## config.mk

```make
export PLATFORM = sky130hd
export DESIGN_NAME = obn_div
export DESIGN_NICKNAME = d
export VERILOG_FILES = /design/src/design/obn_pkg.sv /design/src/design/obn_div.sv
export SDC_FILE = /design/constraint.sdc
export NUM_CORES = 2
export LEC_CHECK = 0
export BUFFER_PORTS_ARGS = -buffer_cell sky130_fd_sc_hd__buf_2
export CAP_MARGIN = 20
export CORE_ASPECT_RATIO = 1.75
export CORE_UTILIZATION = 40
export CTS_CLUSTER_DIAMETER = 60
export DETAILED_ROUTE_END_ITERATION = 10
export MAX_ROUTING_LAYER = met4
export PLACE_DENSITY = 0.61
export SETUP_SLACK_MARGIN = 0.2
export SKIP_CTS_REPAIR_TIMING = 1
export SLEW_MARGIN = 15
export SYNTH_ARGS = -nofsm -noshare
export SYNTH_HDL_FRONTEND = slang
export SYNTH_SLANG_ARGS = --single-unit
```

## constraint.sdc

```tcl
create_clock -name clk -period 4.1 [get_ports clk]
set_input_delay 1.23 -clock clk [delete_from_list [all_inputs] [get_ports clk]]
set_output_delay 1.23 -clock clk [all_outputs]
set_load 0.05 [all_outputs]
```

## src/design/obn_pkg.sv

```systemverilog
// Shared types and constants for the orthonormal basis block.
package obn_pkg;

  localparam int COMP_W = 16;
  localparam int EXTRA_BITS = 8;
  localparam int SQ_IN_W = 48;
  localparam int LEN_W = SQ_IN_W / 2;
  // dividend bits above the quotient field; stays below the divisor
  localparam int DIV_HI_W = LEN_W - 2;

  typedef logic signed [COMP_W-1:0] comp_t;

  typedef struct packed {
    comp_t x;
    comp_t y;
    comp_t z;
    logic  sel_x;
    logic  degen;
  } obn_tag_t;

endpackage

```

## src/design/obn_div.sv

```systemverilog
// Pipelined two-lane restoring divider with a shared divisor.
module obn_div #(
  parameter int QW = 16,
  parameter int DW = 38
) (
  input  logic                      clk,
  input  logic                      rst_n,
  input  logic                      en,
  input  logic                      in_valid,
  input  logic [DW-1:0]             in_num_a,
  input  logic [DW-1:0]             in_num_b,
  input  logic [obn_pkg::LEN_W-1:0] in_den,
  input  obn_pkg::obn_tag_t         in_tag,
  output logic                      out_valid,
  output logic [QW-1:0]             out_quo_a,
  output logic [QW-1:0]             out_quo_b,
  output obn_pkg::obn_tag_t         out_tag
);
  import obn_pkg::*;

  logic             v_r   [QW];
  logic [LEN_W-1:0] den_r [QW];
  obn_tag_t         tag_r [QW];
  logic [LEN_W-1:0] rem_r [QW][2];
  logic [QW-1:0]    lo_r  [QW][2];
  logic [QW-1:0]    q_r   [QW][2];
  logic [DW-1:0]    num_in [2];

  assign num_in[0] = in_num_a;
  assign num_in[1] = in_num_b;

  for (genvar k = 0; k < QW; k++) begin : g_stage
    logic             v_in;
    logic [LEN_W-1:0] den_in;
    obn_tag_t         tag_in;

    if (k == 0) begin : g_first
      assign v_in   = in_valid;
      assign den_in = in_den;
      assign tag_in = in_tag;
    end else begin : g_next
      assign v_in   = v_r[k-1];
      assign den_in = den_r[k-1];
      assign tag_in = tag_r[k-1];
    end

    always_ff @(posedge clk) begin
      if (!rst_n) begin
        v_r[k] <= 1'b0;
      end else if (en) begin
        v_r[k] <= v_in;
      end
    end

    always_ff @(posedge clk) begin
      if (en) begin
        den_r[k] <= den_in;
        tag_r[k] <= tag_in;
      end
    end

    for (genvar l = 0; l < 2; l++) begin : g_lane
      logic [LEN_W-1:0] rem_in;
      logic [QW-1:0]    lo_in;
      logic [QW-1:0]    q_in;
      logic [LEN_W:0]   rem_sh;
      logic [LEN_W:0]   diff;
      logic             fit;

      if (k == 0) begin : g_first
        assign rem_in = LEN_W'(num_in[l][DW-1:QW]);
        assign lo_in  = num_in[l][QW-1:0];
        assign q_in   = '0;
      end else begin : g_next
        assign rem_in = rem_r[k-1][l];
        assign lo_in  = lo_r[k-1][l];
        assign q_in   = q_r[k-1][l];
      end

      assign rem_sh = {rem_in, lo_in[QW-1]};
      assign diff   = rem_sh - {1'b0, den_in};
      assign fit    = (rem_sh >= {1'b0, den_in});

      always_ff @(posedge clk) begin
        if (en) begin
          rem_r[k][l] <= fit ? diff[LEN_W-1:0] : rem_sh[LEN_W-1:0];
          lo_r[k][l]  <= lo_in << 1;
          q_r[k][l]   <= {q_in[QW-2:0], fit};
        end
      end
    end
  end

  assign out_valid = v_r[QW-1];
  assign out_quo_a = q_r[QW-1][0];
  assign out_quo_b = q_r[QW-1][1];
  assign out_tag   = tag_r[QW-1];

endmodule

```

# --- Word-level counts from Yosys, hierarchy flattened ---
# Memories as Yosys holds them, arrays and structs flattened.
# Cells that the tools add are included.
totals:
  register_bits: 0
  mem_bits_rw: 2960
  n_memories: 6
memory_table:
  columns: ["memory", "depth", "width", "read_ports", "rd_clocked_by_memory_dff", "write_ports", "line_no", "text"]
  rows:
  - ["tag_r", 16, 50, 16, 0, 16, "obn_div.sv:23", "obn_tag_t tag_r [QW];"]
  - ["rem_r", 16, 48, 15, 0, 16, "obn_div.sv:24", "logic [LEN_W-1:0] rem_r [QW][2];"]
  - ["q_r", 16, 32, 16, 0, 16, "obn_div.sv:26", "logic [QW-1:0] q_r [QW][2];"]
  - ["lo_r", 16, 30, 15, 0, 16, "obn_div.sv:25", "logic [QW-1:0] lo_r [QW][2];"]
  - ["den_r", 16, 24, 15, 0, 16, "obn_div.sv:22", "logic [LEN_W-1:0] den_r [QW];"]
  - ["v_r", 16, 1, 16, 0, 16, "obn_div.sv:21", "logic v_r [QW];"]
op_classes:
  addsub: 32
  order_cmp: 32
  muxes: 53
  bitwise_logic: 16
op_table:
  columns: ["cell", "n"]
  rows:
  - ["24-bit 2-to-1 mux", 32]
  - ["25-bit by 24-bit >= comparator with 1-bit output", 30]
  - ["24-bit subtractor", 30]
  - ["23-bit by 24-bit >= comparator with 1-bit output", 2]
  - ["23-bit by 24-bit subtractor with 24-bit output", 2]
  - ["1-bit 2-to-1 mux", 21]
  - ["1-bit bitwise OR", 16]

# --- Depth between registers and ports, before layout ---
logic_depth:
  word_depth: 4
  depth_mapped: 16
  mapped_depth_nobuf: 15

# --- Worst setup path before layout ---
# Ideal clock, no wire load.
synth_path:
  path_type: "input to register"
  startpoint: "in in_num_b[15]"
  endpoint: "mem rem_r[0][22] (netlist bit), data pin"
  setup_ns: 0.260
  t_arrival_ns: 3.964
  required_ns: 3.840
  path_slack_ns: -0.123
  path_stages: 15
  path_buffers: 0
  path_cell_list: "inv_1 ha_1 inv_1 fa_1 a21o_1 a221oi_1 a21oi_1 a31oi_1 o21bai_1 a21oi_1 o21ai_0 a21o_1 a41oi_1 xnor2_1 mux2_2"
synth_rtl:
  columns: ["item", "line_no", "text"]
  rows:
  - ["from (decl)", "obn_div.sv:11", "input logic [DW-1:0] in_num_b,"]
  - ["to (decl)", "obn_div.sv:24", null]

==> results.yml <==
place:
  dpl.cell_count: 13300
  numPortBuffers: 236
  dp_hpwl_um: 238000
  dp_slack_ps: -549
  place_congestion: 0.970
floorplan:
  dieArea_um2: 290000
  core_area_um2: 287000
  io_pins: 237
  start_util_pct: 40.2
  die_w_um: 408
  rows: 260
  die_h_um: 712
yosys:
  synth_compound_area_share_pct: 11.5
  synth_fp_nets: 9638
  synth-simple-area-share_pct: 7.16
  netlist_instances: 8688
  yosys_warnings: 0
  synth_xor_area_share_pct: 4.31
  async_flop_share_pct: 0
  synth_top_family_by_area: "compound AO/OA/AOI/OAI gates"
  synth.distinct_cells: 91
  avgSynthCellArea_um2: 13.3
  postSynthRegisterBits: 2408
  synth_edf_count: 2407
  muxShareOfSynthArea_pct: 3.04
  synth_fa_ha_area_share_pct: 8.83
  ys_seq_area_share_pct: 62.7
  netlist_area_um2: 115000
  synth_ff_type: "edfxtp_1"
global_routing:
  grt_overflow: 0
  grt_max_degree: 105
  antenna_found_initial: 12
  grt_use_total_pct: 20.9
  grt_pass1_wl_um: 445000
  grt_pass1_vias: 76900
clock_network:
  cts_buffers: 235
  htree_levels: 4
  cts_tree: "yes"
  clk_pin_slew_ps: 60
  cts-root-buf: "clkbuf_16"
  clk_latency_ps: 910
  cts_max_path_buffers: 4
  cts_num_sinks: 2408
timing:
  hold_viol_final: 0
  fin_crit_sh_pct: 96.6
  finalMaxSlewViolations: 0
  setup_viol: 0
  max_clock_freq_mhz: 252
  grt_setup_unrepaired: "true"
  hold_slack_ps: 377
  period_minus_slack_ps: 3960
  worst_pin_slew_ps: 1150
  setup_slack_ps: 138
  finClkSkew_ps: 55.5
  setup-tns-final_ps: 0
  max_slew_margin_pct: 23.0
layout:
  finalNonFillerCells: 13800
  ff_latch_area_um2: 72300
  mostFrequentLayoutCell: "edfxtp_1"
  multi_input_area_um2: 41200
  nNetsFinal: 10800
  fill_cells: 25400
  final_cell_mix: "edfxtp_1 (2,407), ha_1 (754), buf_4 (677)"
  syn_to_final_growth_pct: 18.4
  drive_gt1_share_pct: 18.4
worst_hold_path:
  hold_path.class: "reg2reg"
setup_path:
  worstSetupPathType: "reg2reg"
  crit_arrival_ps: 4570
  end_kind: "flip-flop"
  cp-start-kind: "flip-flop"
  cp.required_ps: 4710
  worst-path-max-fanout: 6
drt:
  drtIter0Drc: 3184
  ant_nets: 0
  first_pass_iters: 7
  drt-total-wl_um: 305000
  drc: 0
  routedWlPerCell_um: 22.1
  routed_via_density: 5.21
  vias: 72000
pwr:
  p_total_mw: 104
  power_density_nw_per_um2: 764
  p_leak_nw: 53.6
  vdd_drop_max_v: 0.000464
job:
  maxCapViolations: 0
status:
  status: "finished clean"
[power by group]
part           internal (mW)  switching (mW)  leakage (nW)  total [mW]
Clock                   12.6            9.39          3.71        21.9
Sequential              34.4            2.56          23.6        36.9
Combinational           20.2            25.2          26.4        45.4
[layout make-up]
cell class              count  area share (%)
clock buffers             277            4.47
clock inverters           147            1.17
multi-input cells        5551            30.2
diodes                     26          0.0477
flip-flops and latches   2408            53.0
repair buffers           1019            6.08
well taps                3799            3.48
inverters                 588            1.62
[synthesized netlist by cell type, types with 22 or more instances]
cell type     n  share of area [%]
edfxtp_1   2407                 63
ha_1        766                8.3
a21oi_1     677                2.9
inv_1       588                1.9
nand2_1     549                1.8
o21ai_0     549                2.4
nor2_1      468                1.5
xnor2_1     348                2.6
a21o_1      272                1.8
mux2_2      270                2.6
xor2_1      220                1.7
nand3_1     118               0.51
nor2b_1     115               0.62
o21a_1      114               0.74
clkbuf_1    101               0.33
nand2b_1    101               0.55
nand4_1      86               0.47
o21bai_1     82               0.53
nor3_1       80               0.35
and3_1       68               0.37
a31oi_1      63               0.34
o31ai_1      57               0.37
a211oi_1     47               0.31
or3_1        32               0.17
o31a_1       31               0.24
fa_1         30               0.52
o211ai_1     27               0.18
a211o_1      26               0.20
buf_2        25               0.11
mux2i_1      24               0.21
nor4_1       22               0.12
or2_2        22               0.12
[per-layer routing]
layer  GRT usage [%]  vias up  routed length [um]
met5               -        -                   0
met3            2.17      880                6930
met2            42.3     1398              179000
met4            19.3        0               34600
li1                -    34800                   -
met1            15.3    34900               85400
[logic make-up after synthesis]
group           count (synthesis)
fa+ha+maj                     796
mux                           311
flops                        2408
compound gates               2135
simple gates                 1741
buf+inv                       729
xor+xnor                      568
[worst max-delay path, stage by stage, from the launching register on]
cell and delay, ps:
edfxtp_1 380, buf_6 140, ha_4 210, nor2b_4 120, o31a_1 350, nor3_4 190, o21ai_2 110, a211oi_2 330
o21ai_2 120, and3_4 200, nand2b_4 150, a221o_1 380, a211oi_4 290, buf_6 200, clkbuf_16 180, mux2_4 290
[metrics by stage]
| step | instance area, um^2 | utilization (%) |
|---|---|---|
| 6_report | 137000 | 47.6 |
| 5_1_grt | 137000 | 47.6 |
| 4_1_cts | 135000 | 47.1 |
| 3_5_place_dp | 127000 | 44.4 |
| 3_3_place_gp | 127000 | 44.4 |
| 2_1_floorplan | 115000 | - |
[registers in the layout, indices dropped and copies added (netlist names)]
| signal | flops |
|---|---|
| tag_r | 800 |
| v_r | 16 |
| lo_r | 240 |
| q_r | 272 |
| rem_r | 720 |
| den_r | 360 |
[final timing paths]
| kind | startpoint | end | slack (ps) | cells past startpoint |
|---|---|---|---|---|
| setup / recovery | rem_r[0][96] | rem_r[0][159] | 140 | 15 |
| hold / removal | q_r[12][24] | q_r[13][25] | 380 | 0 |
| hold reg to reg | q_r[12][24] | q_r[13][25] | 380 | 0 |
| setup reg to reg | rem_r[0][96] | rem_r[0][159] | 140 | 15 |
(Power assumes the default switching activity.)
