--- src/design/obn_pkg.sv ---
// Shared types and constants for the orthonormal basis block.
package obn_pkg;

  localparam int COMP_W = 16;
  localparam int EXTRA_BITS = 8;
  localparam int SQ_IN_W = 48;
  localparam int LEN_W = SQ_IN_W / 2;
  // dividend bits above the quotient field; stays below the divisor
  localparam int DIV_HI_W = LEN_W - 2;

  typedef logic signed [COMP_W-1:0] comp_t;

  typedef struct packed {
    comp_t x;
    comp_t y;
    comp_t z;
    logic  sel_x;
    logic  degen;
  } obn_tag_t;

endpackage

--- src/design/obn_sqrt.sv ---
// Pipelined integer square root, one result bit per stage.
module obn_sqrt (
  input  logic                    clk,
  input  logic                    rst_n,
  input  logic                    en,
  input  logic                    in_valid,
  input  logic [obn_pkg::SQ_IN_W-1:0] in_rad,
  input  obn_pkg::obn_tag_t       in_tag,
  output logic                    out_valid,
  output logic [obn_pkg::LEN_W-1:0] out_root,
  output obn_pkg::obn_tag_t       out_tag
);
  import obn_pkg::*;

  localparam int NS = LEN_W;
  localparam int RW = LEN_W + 3;

  logic             v_r    [NS];
  logic [SQ_IN_W-1:0] rad_r [NS];
  logic [RW-1:0]    rem_r  [NS];
  logic [LEN_W-1:0] root_r [NS];
  obn_tag_t         tag_r  [NS];

  for (genvar k = 0; k < NS; k++) begin : g_stage
    logic               v_in;
    logic [SQ_IN_W-1:0] rad_in;
    logic [RW-1:0]      rem_in;
    logic [LEN_W-1:0]   root_in;
    obn_tag_t           tag_in;
    logic [RW-1:0]      rem_sh;
    logic [RW-1:0]      trial;
    logic               fit;

    if (k == 0) begin : g_first
      assign v_in    = in_valid;
      assign rad_in  = in_rad;
      assign rem_in  = '0;
      assign root_in = '0;
      assign tag_in  = in_tag;
    end else begin : g_next
      assign v_in    = v_r[k-1];
      assign rad_in  = rad_r[k-1];
      assign rem_in  = rem_r[k-1];
      assign root_in = root_r[k-1];
      assign tag_in  = tag_r[k-1];
    end

    assign rem_sh = {rem_in[RW-3:0], rad_in[SQ_IN_W-1 -: 2]};
    assign trial  = {{(RW-LEN_W-2){1'b0}}, root_in, 2'b01};
    assign fit    = (rem_sh >= trial);

    always_ff @(posedge clk) begin
      if (!rst_n) begin
        v_r[k] <= 1'b0;
      end else if (en) begin
        v_r[k] <= v_in;
      end
    end

    always_ff @(posedge clk) begin
      if (en) begin
        rad_r[k]  <= rad_in << 2;
        rem_r[k]  <= fit ? (rem_sh - trial) : rem_sh;
        root_r[k] <= {root_in[LEN_W-2:0], fit};
        tag_r[k]  <= tag_in;
      end
    end
  end

  assign out_valid = v_r[NS-1];
  assign out_root  = root_r[NS-1];
  assign out_tag   = tag_r[NS-1];

endmodule

--- config.mk ---
export PLATFORM = sky130hd
export DESIGN_NAME = obn_sqrt
export DESIGN_NICKNAME = d
export VERILOG_FILES = /design/src/design/obn_pkg.sv /design/src/design/obn_sqrt.sv
export SDC_FILE = /design/constraint.sdc
export NUM_CORES = 2
export LEC_CHECK = 0
export ABC_AREA = 1
export BUFFER_PORTS_ARGS = -buffer_cell sky130_fd_sc_hd__buf_2
export CORE_AREA = 2 2 507 509
export DETAILED_ROUTE_END_ITERATION = 10
export DIE_AREA = 0 0 509 511
export PLACE_DENSITY = 0.62
export SKIP_LAST_GASP = 1
export SLEW_MARGIN = 30
export SYNTH_ARGS = -nofsm -noshare
export SYNTH_HDL_FRONTEND = slang
export SYNTH_SLANG_ARGS = --single-unit
--- constraint.sdc ---
create_clock -name clk -period 4.3 [get_ports clk]
set_input_delay 0 -clock clk [delete_from_list [all_inputs] [get_ports clk]]
set_output_delay 0 -clock clk [all_outputs]
set_load 0.005 [all_outputs]
**Yosys cells after proc, flatten, opt, wreduce, memory -nomap -nowiden**

Memories as Yosys holds them, arrays and structs flattened.
Index checks and enable logic that the tools add are counted.

- Output and inout port bits: 75
- Bits in writable memories: 3552
- Input bits: 102
- Logic and storage cells: 130
- Register bits: 0
- Memories kept: 5

Memories:

| memory | depth | width | read ports | clocked after Yosys merged registers in | write ports | line | source |
|---|---|---|---|---|---|---|---|
| tag_r | 24 | 50 | 24 | 0 | 24 | obn_sqrt.sv:22 | `obn_tag_t tag_r [NS];` |
| rad_r | 24 | 46 | 23 | 0 | 24 | obn_sqrt.sv:19 | `logic [SQ_IN_W-1:0] rad_r [NS];` |
| rem_r | 24 | 27 | 23 | 0 | 24 | obn_sqrt.sv:20 | `logic [RW-1:0] rem_r [NS];` |
| root_r | 24 | 24 | 24 | 0 | 24 | obn_sqrt.sv:21 | `logic [LEN_W-1:0] root_r [NS];` |
| v_r | 24 | 1 | 24 | 0 | 24 | obn_sqrt.sv:18 | `logic v_r [NS];` |

- Mux-type cells: 53
- $lt $le $gt $ge: 24
- Add/sub/neg operators: 24
- Bitwise logic cells: 24

Operators by type and width:

| cell | count |
|---|---|
| 2-to-1 mux 27 bit | 24 |
| greater-or-equal comparator 27 x 26 -> 1 bit | 23 |
| subtractor 27 x 26 -> 27 bit | 23 |
| 2-to-1 mux 1 bit | 29 |
| OR 1 bit | 24 |
| subtractor 2 x 1 -> 3 bit (second input constant) | 1 |
| greater-or-equal comparator 2 x 1 -> 1 bit (second input constant) | 1 |

**Logic depth before layout (Yosys ltp)**

- Depth after elaboration: 4
- Depth in mapped cells: 14
- Depth with buffers taken out: 14

**Least setup slack after synthesis**

OpenSTA, ideal clock, no wires.

- Path kind: reg-to-reg
- Start point: memory rem_r[0][0] (netlist bit)
- End point: memory rem_r[0][44] (netlist bit), data pin
- Data arrival time: 1866 ps
- Cell stages (with the launch flop): 10
- Required time: 4030 ps
- Setup slack: 2164 ps
- Cell sequence: edfxtp_1 -> ha_1 -> a21oi_1 -> nand2_1 -> nor2_1 -> ha_1 -> and2_1 -> clkbuf_1 -> clkbuf_1 -> o21ai_0

RTL lines:

| item | line |
|---|---|
| start, declared | obn_sqrt.sv:20 |

==> flow_metrics.env <==
export IMPL_wire_length_of_the_first_global_routing_pass_mm=402
export IMPL_r2r_start="root_r[2][138]"
export IMPL_timing_reg2reg_setup_slack_ns=1.22
export IMPL_critPathArrivalTime_ns=3.82
export IMPL_report_final_slew_viol_count=0
export IMPL_yosys_cell_types_count=53
export IMPL_synth_common_cells="sky130_fd_sc_hd__nand2_1, sky130_fd_sc_hd__edfxtp_1, sky130_fd_sc_hd__inv_1, sky130_fd_sc_hd__nor2_1, sky130_fd_sc_hd__nand3_1"
export IMPL_yosys_cell_count_top_type="sky130_fd_sc_hd__nand2_1"
export IMPL_hold_slack_ns=0.118
export IMPL_viasPerCell=4.88
export IMPL_largest_net_degree_at_the_start_of_global_routing=169
export IMPL_post_route_cells_drive_above_1_share_pct=8.06
export IMPL_drt_wirelength_per_cell_microns=18.1
export IMPL_synth_simple_area_share_pct=17.6
export IMPL_floorplan_io_pins=177
export IMPL_area_enclosed_by_the_die_boundary_sq_mm=0.260
export IMPL_drt_iter0_drc=5033
export IMPL_hold_path_depth=2
export IMPL_min_from="en"
export IMPL_worstSkewPairLatency_ns=0.95
export IMPL_synth_adder_area_share_pct=3.56
export IMPL_post_cts_setup_buffer_count=0
export IMPL_grt_usage_pct=19.9
export IMPL_synth_compound_area_share_pct=2.59
export IMPL_prevailing_post_synth_register_cell="sky130_fd_sc_hd__edfxtp_1"
export IMPL_firstDrtPassIters=6
export IMPL_ys_seq_area_share_pct=68.9
export IMPL_clkPwrFrac_pct=37.8
export IMPL_initial_core_util_pct=44.7
export IMPL_clockBufferDepth=4
export IMPL_hold_path_endpoint="tag_r[0][171]"
export IMPL_intPower_mw=48.1
export IMPL_status="completed"
export IMPL_synth_xor_area_share_pct=1.50
export IMPL_rsz0062_at_grt="false"
export IMPL_global_route_overflow_total=0
export IMPL_nFillCells=22400
export IMPL_final_setup_skew_ns=0.101
export IMPL_dieHeight_microns=511
export IMPL_synth_area_sq_mm=0.114
export IMPL_floorplan_die_width_microns=509
export IMPL_dp_hpwl_mm=188
export IMPL_critical_path_required_ns=5.04
export IMPL_grt_antenna_before_repair=5
export IMPL_root_buffer_master="sky130_fd_sc_hd__clkbuf_16"
export IMPL_layout_worst_path_cycle_share_pct=71.7
export IMPL_worstHoldPathType="in2reg"
export IMPL_report_power_total_mw=65.1
export IMPL_report_final_hold_viol_count=0
export IMPL_netSwitchingPower_mw=17.0
export IMPL_rows=186
export IMPL_synth_warning_count=0
export IMPL_pwr_share_comb_pct=13.2
export IMPL_finalSetupViolations=0
export IMPL_power_static_leakage_nw=54.6
export IMPL_worstReg2RegEnd="rem_r[2][185]"
export IMPL_async_flop_share_pct=0
export IMPL_cts_max_level=5
export IMPL_vias_post_dr=70300
export IMPL_post_route_drc_count=0
export IMPL_worst_setup_path_start_kind="flip-flop"
export IMPL_synth_avg_cell_area_sq_um=11.2
export IMPL_netlist_area_leader_share_pct=68.9
export IMPL_post_cts_resized_instances=0
export IMPL_first_global_vias=69200
export IMPL_numCtsBuffers=298
export IMPL_final_setup_tns_ns=0
export IMPL_worstSetupPathType="reg2reg"
export IMPL_yosys_register_bits=2618
export IMPL_area_delta_synth_final_pct=14.6
export IMPL_power_density_mw_per_mm2=498
export IMPL_core_sq_mm=0.255
export IMPL_post_route_util_pct=51.2
export IMPL_max_cap_violations=0
export IMPL_synth_mux_area_fraction_pct=0
export IMPL_finalWeightedCongestion=0.914
export IMPL_switching_share_pct=26.1
export IMPL_mappedNetlistNets=10600
export IMPL_finalWorstPathRequiredPeriod_ns=3.08
export IMPL_remaining_max_slew_budget_at_the_tightest_pin_pct=34.6
export IMPL_cts_hold_buf=203
export IMPL_worst_slew_pin_transition_ns=0.979
export IMPL_power_frac_seq_pct=49.0
export IMPL_cts_sink_count=2618
export IMPL_max_freq_mhz=325
export IMPL_cp_end_kind="flip-flop"
export IMPL_postRouteAntennaNets=0
export IMPL_finalWirelength_mm=261
export IMPL_syn_inst=10200
export IMPL_place_port_buffers=176
export IMPL_finish_net_count=11200
export IMPL_tritoncts="yes"
export IMPL_dominant_combinational_cell_family_by_area_after_synthesis="simple AND/OR/NAND/NOR gates"
export IMPL_reg2regPathDepth=10
export IMPL_vdd_ir_drop_worst_v=0.000416
export IMPL_synth_enable_flop_cells=2617
export IMPL_worstPathMaxFanout=27
export IMPL_synth_top_cell_by_area="sky130_fd_sc_hd__edfxtp_1"
export IMPL_synth_top_cells_by_area="sky130_fd_sc_hd__edfxtp_1, sky130_fd_sc_hd__nand2_1, sky130_fd_sc_hd__inv_1, sky130_fd_sc_hd__ha_1, sky130_fd_sc_hd__nor2_1"
export IMPL_clk_transition_reported_paths_ns=0.06
-- sequential cells by signal, indices dropped and copies added, names as in the netlist --
| name | flops |
|---|---|
| v_r | 24 |
| rad_r | 552 |
| tag_r | 1200 |
| rem_r | 542 |
| root_r | 300 |
-- cells in the final DEF (no fill, tap or decap), drive strengths merged, types with 58 or more instances in the layout --
master,instances
xor2,138
clkinv,111
edfxtp,2617
dlygate4sd3,203
nor3,75
nand3b,82
nand4,151
nand2,3177
o21ai,161
nor2,779
ha,325
buf,227
xnor2,58
clkbuf,342
a21oi,322
inv,1617
nand3,517
-- metrics by stage --
step                      area [sq um]  worst slack, ns  std cells
after global placement          119000             1.24      13700
after floorplan                 114000             2.16      10200
after global routing            131000            0.956      14400
after CTS                       131000             1.15      14400
after detailed placement        119000             1.20      13700
final                           131000             1.22      14400
-- worst max path at each step --
stage | from | slack (ns) | end | cells past startpoint
after CTS | root_r[2][138] | 1.15 | rem_r[2][185] | 10
after detailed placement | root_r[2][138] | 1.20 | rem_r[2][185] | 10
after global routing | root_r[2][138] | 0.96 | rem_r[2][185] | 10
final | root_r[2][138] | 1.22 | rem_r[2][185] | 10
after floorplan | rem_r[0][0] | 2.16 | rem_r[0][44] | 9
after global placement | rem_r[2][153] | 1.24 | rem_r[2][185] | 9
-- power by group through the flow --
stage | combinational [mW] | sequential [mW] | clock (mW)
after floorplan | 5.72 | 31.7 | 0
after global placement | 8.48 | 32.5 | 0
after detailed placement | 8.48 | 32.5 | 0
after CTS | 8.67 | 32.0 | 25.4
after global routing | 9.82 | 32.1 | 26.4
final | 8.60 | 31.9 | 24.6
-- final cells by class --
type                    instances  area (sq um)  share of cell area [%]
flip-flops and latches       2618         78600                    60.1
multi-input cells            5861         28800                    22.1
repair buffers                430          3590                    2.74
clock buffers                 342          7660                    5.86
diodes                          3          7.51                 0.00574
clock inverters               171          1770                    1.35
well taps                    3384          4230                    3.24
inverters                    1601          6010                    4.60
-- critical path: stages (launching register included) --
cell and delay, ns:
sky130_fd_sc_hd__edfxtp_1 0.38, sky130_fd_sc_hd__inv_1 0.05, sky130_fd_sc_hd__ha_1 0.37, sky130_fd_sc_hd__nand2_1 0.13, sky130_fd_sc_hd__nor2_1 0.31, sky130_fd_sc_hd__nand3_1 0.16
sky130_fd_sc_hd__inv_1 0.11, sky130_fd_sc_hd__nand3_2 0.55, sky130_fd_sc_hd__nand2_4 0.60, sky130_fd_sc_hd__nand3_1 0.16, sky130_fd_sc_hd__nand2_1 0.10
-- routing by layer --
metal / part of all wire, % / global-route usage, % / wire, microns / up-vias
met5: 0 / 0 / 0 / -
met3: 4.4 / 2.85 / 11600 / 369
met1: 47 / 28.5 / 122000 / 33500
li1: - / - / - / 35000
met4: 2.1 / 4.66 / 5350 / 0
met2: 47 / 32.2 / 121000 / 1437
-- cell families (layout without fill, tap and decap cells) --
logic type	count (synthesis)	count (layout)
and+or+nand+nor	4827	4827
DFF	2618	2618
buffers and inverters	1674	2544
AOI/OAI and AO/OA	512	512
adders and majority gates	325	325
xor gates and xnor gates	196	196
other	1	4
No activity file was read; power rests on OpenSTA's default activity.
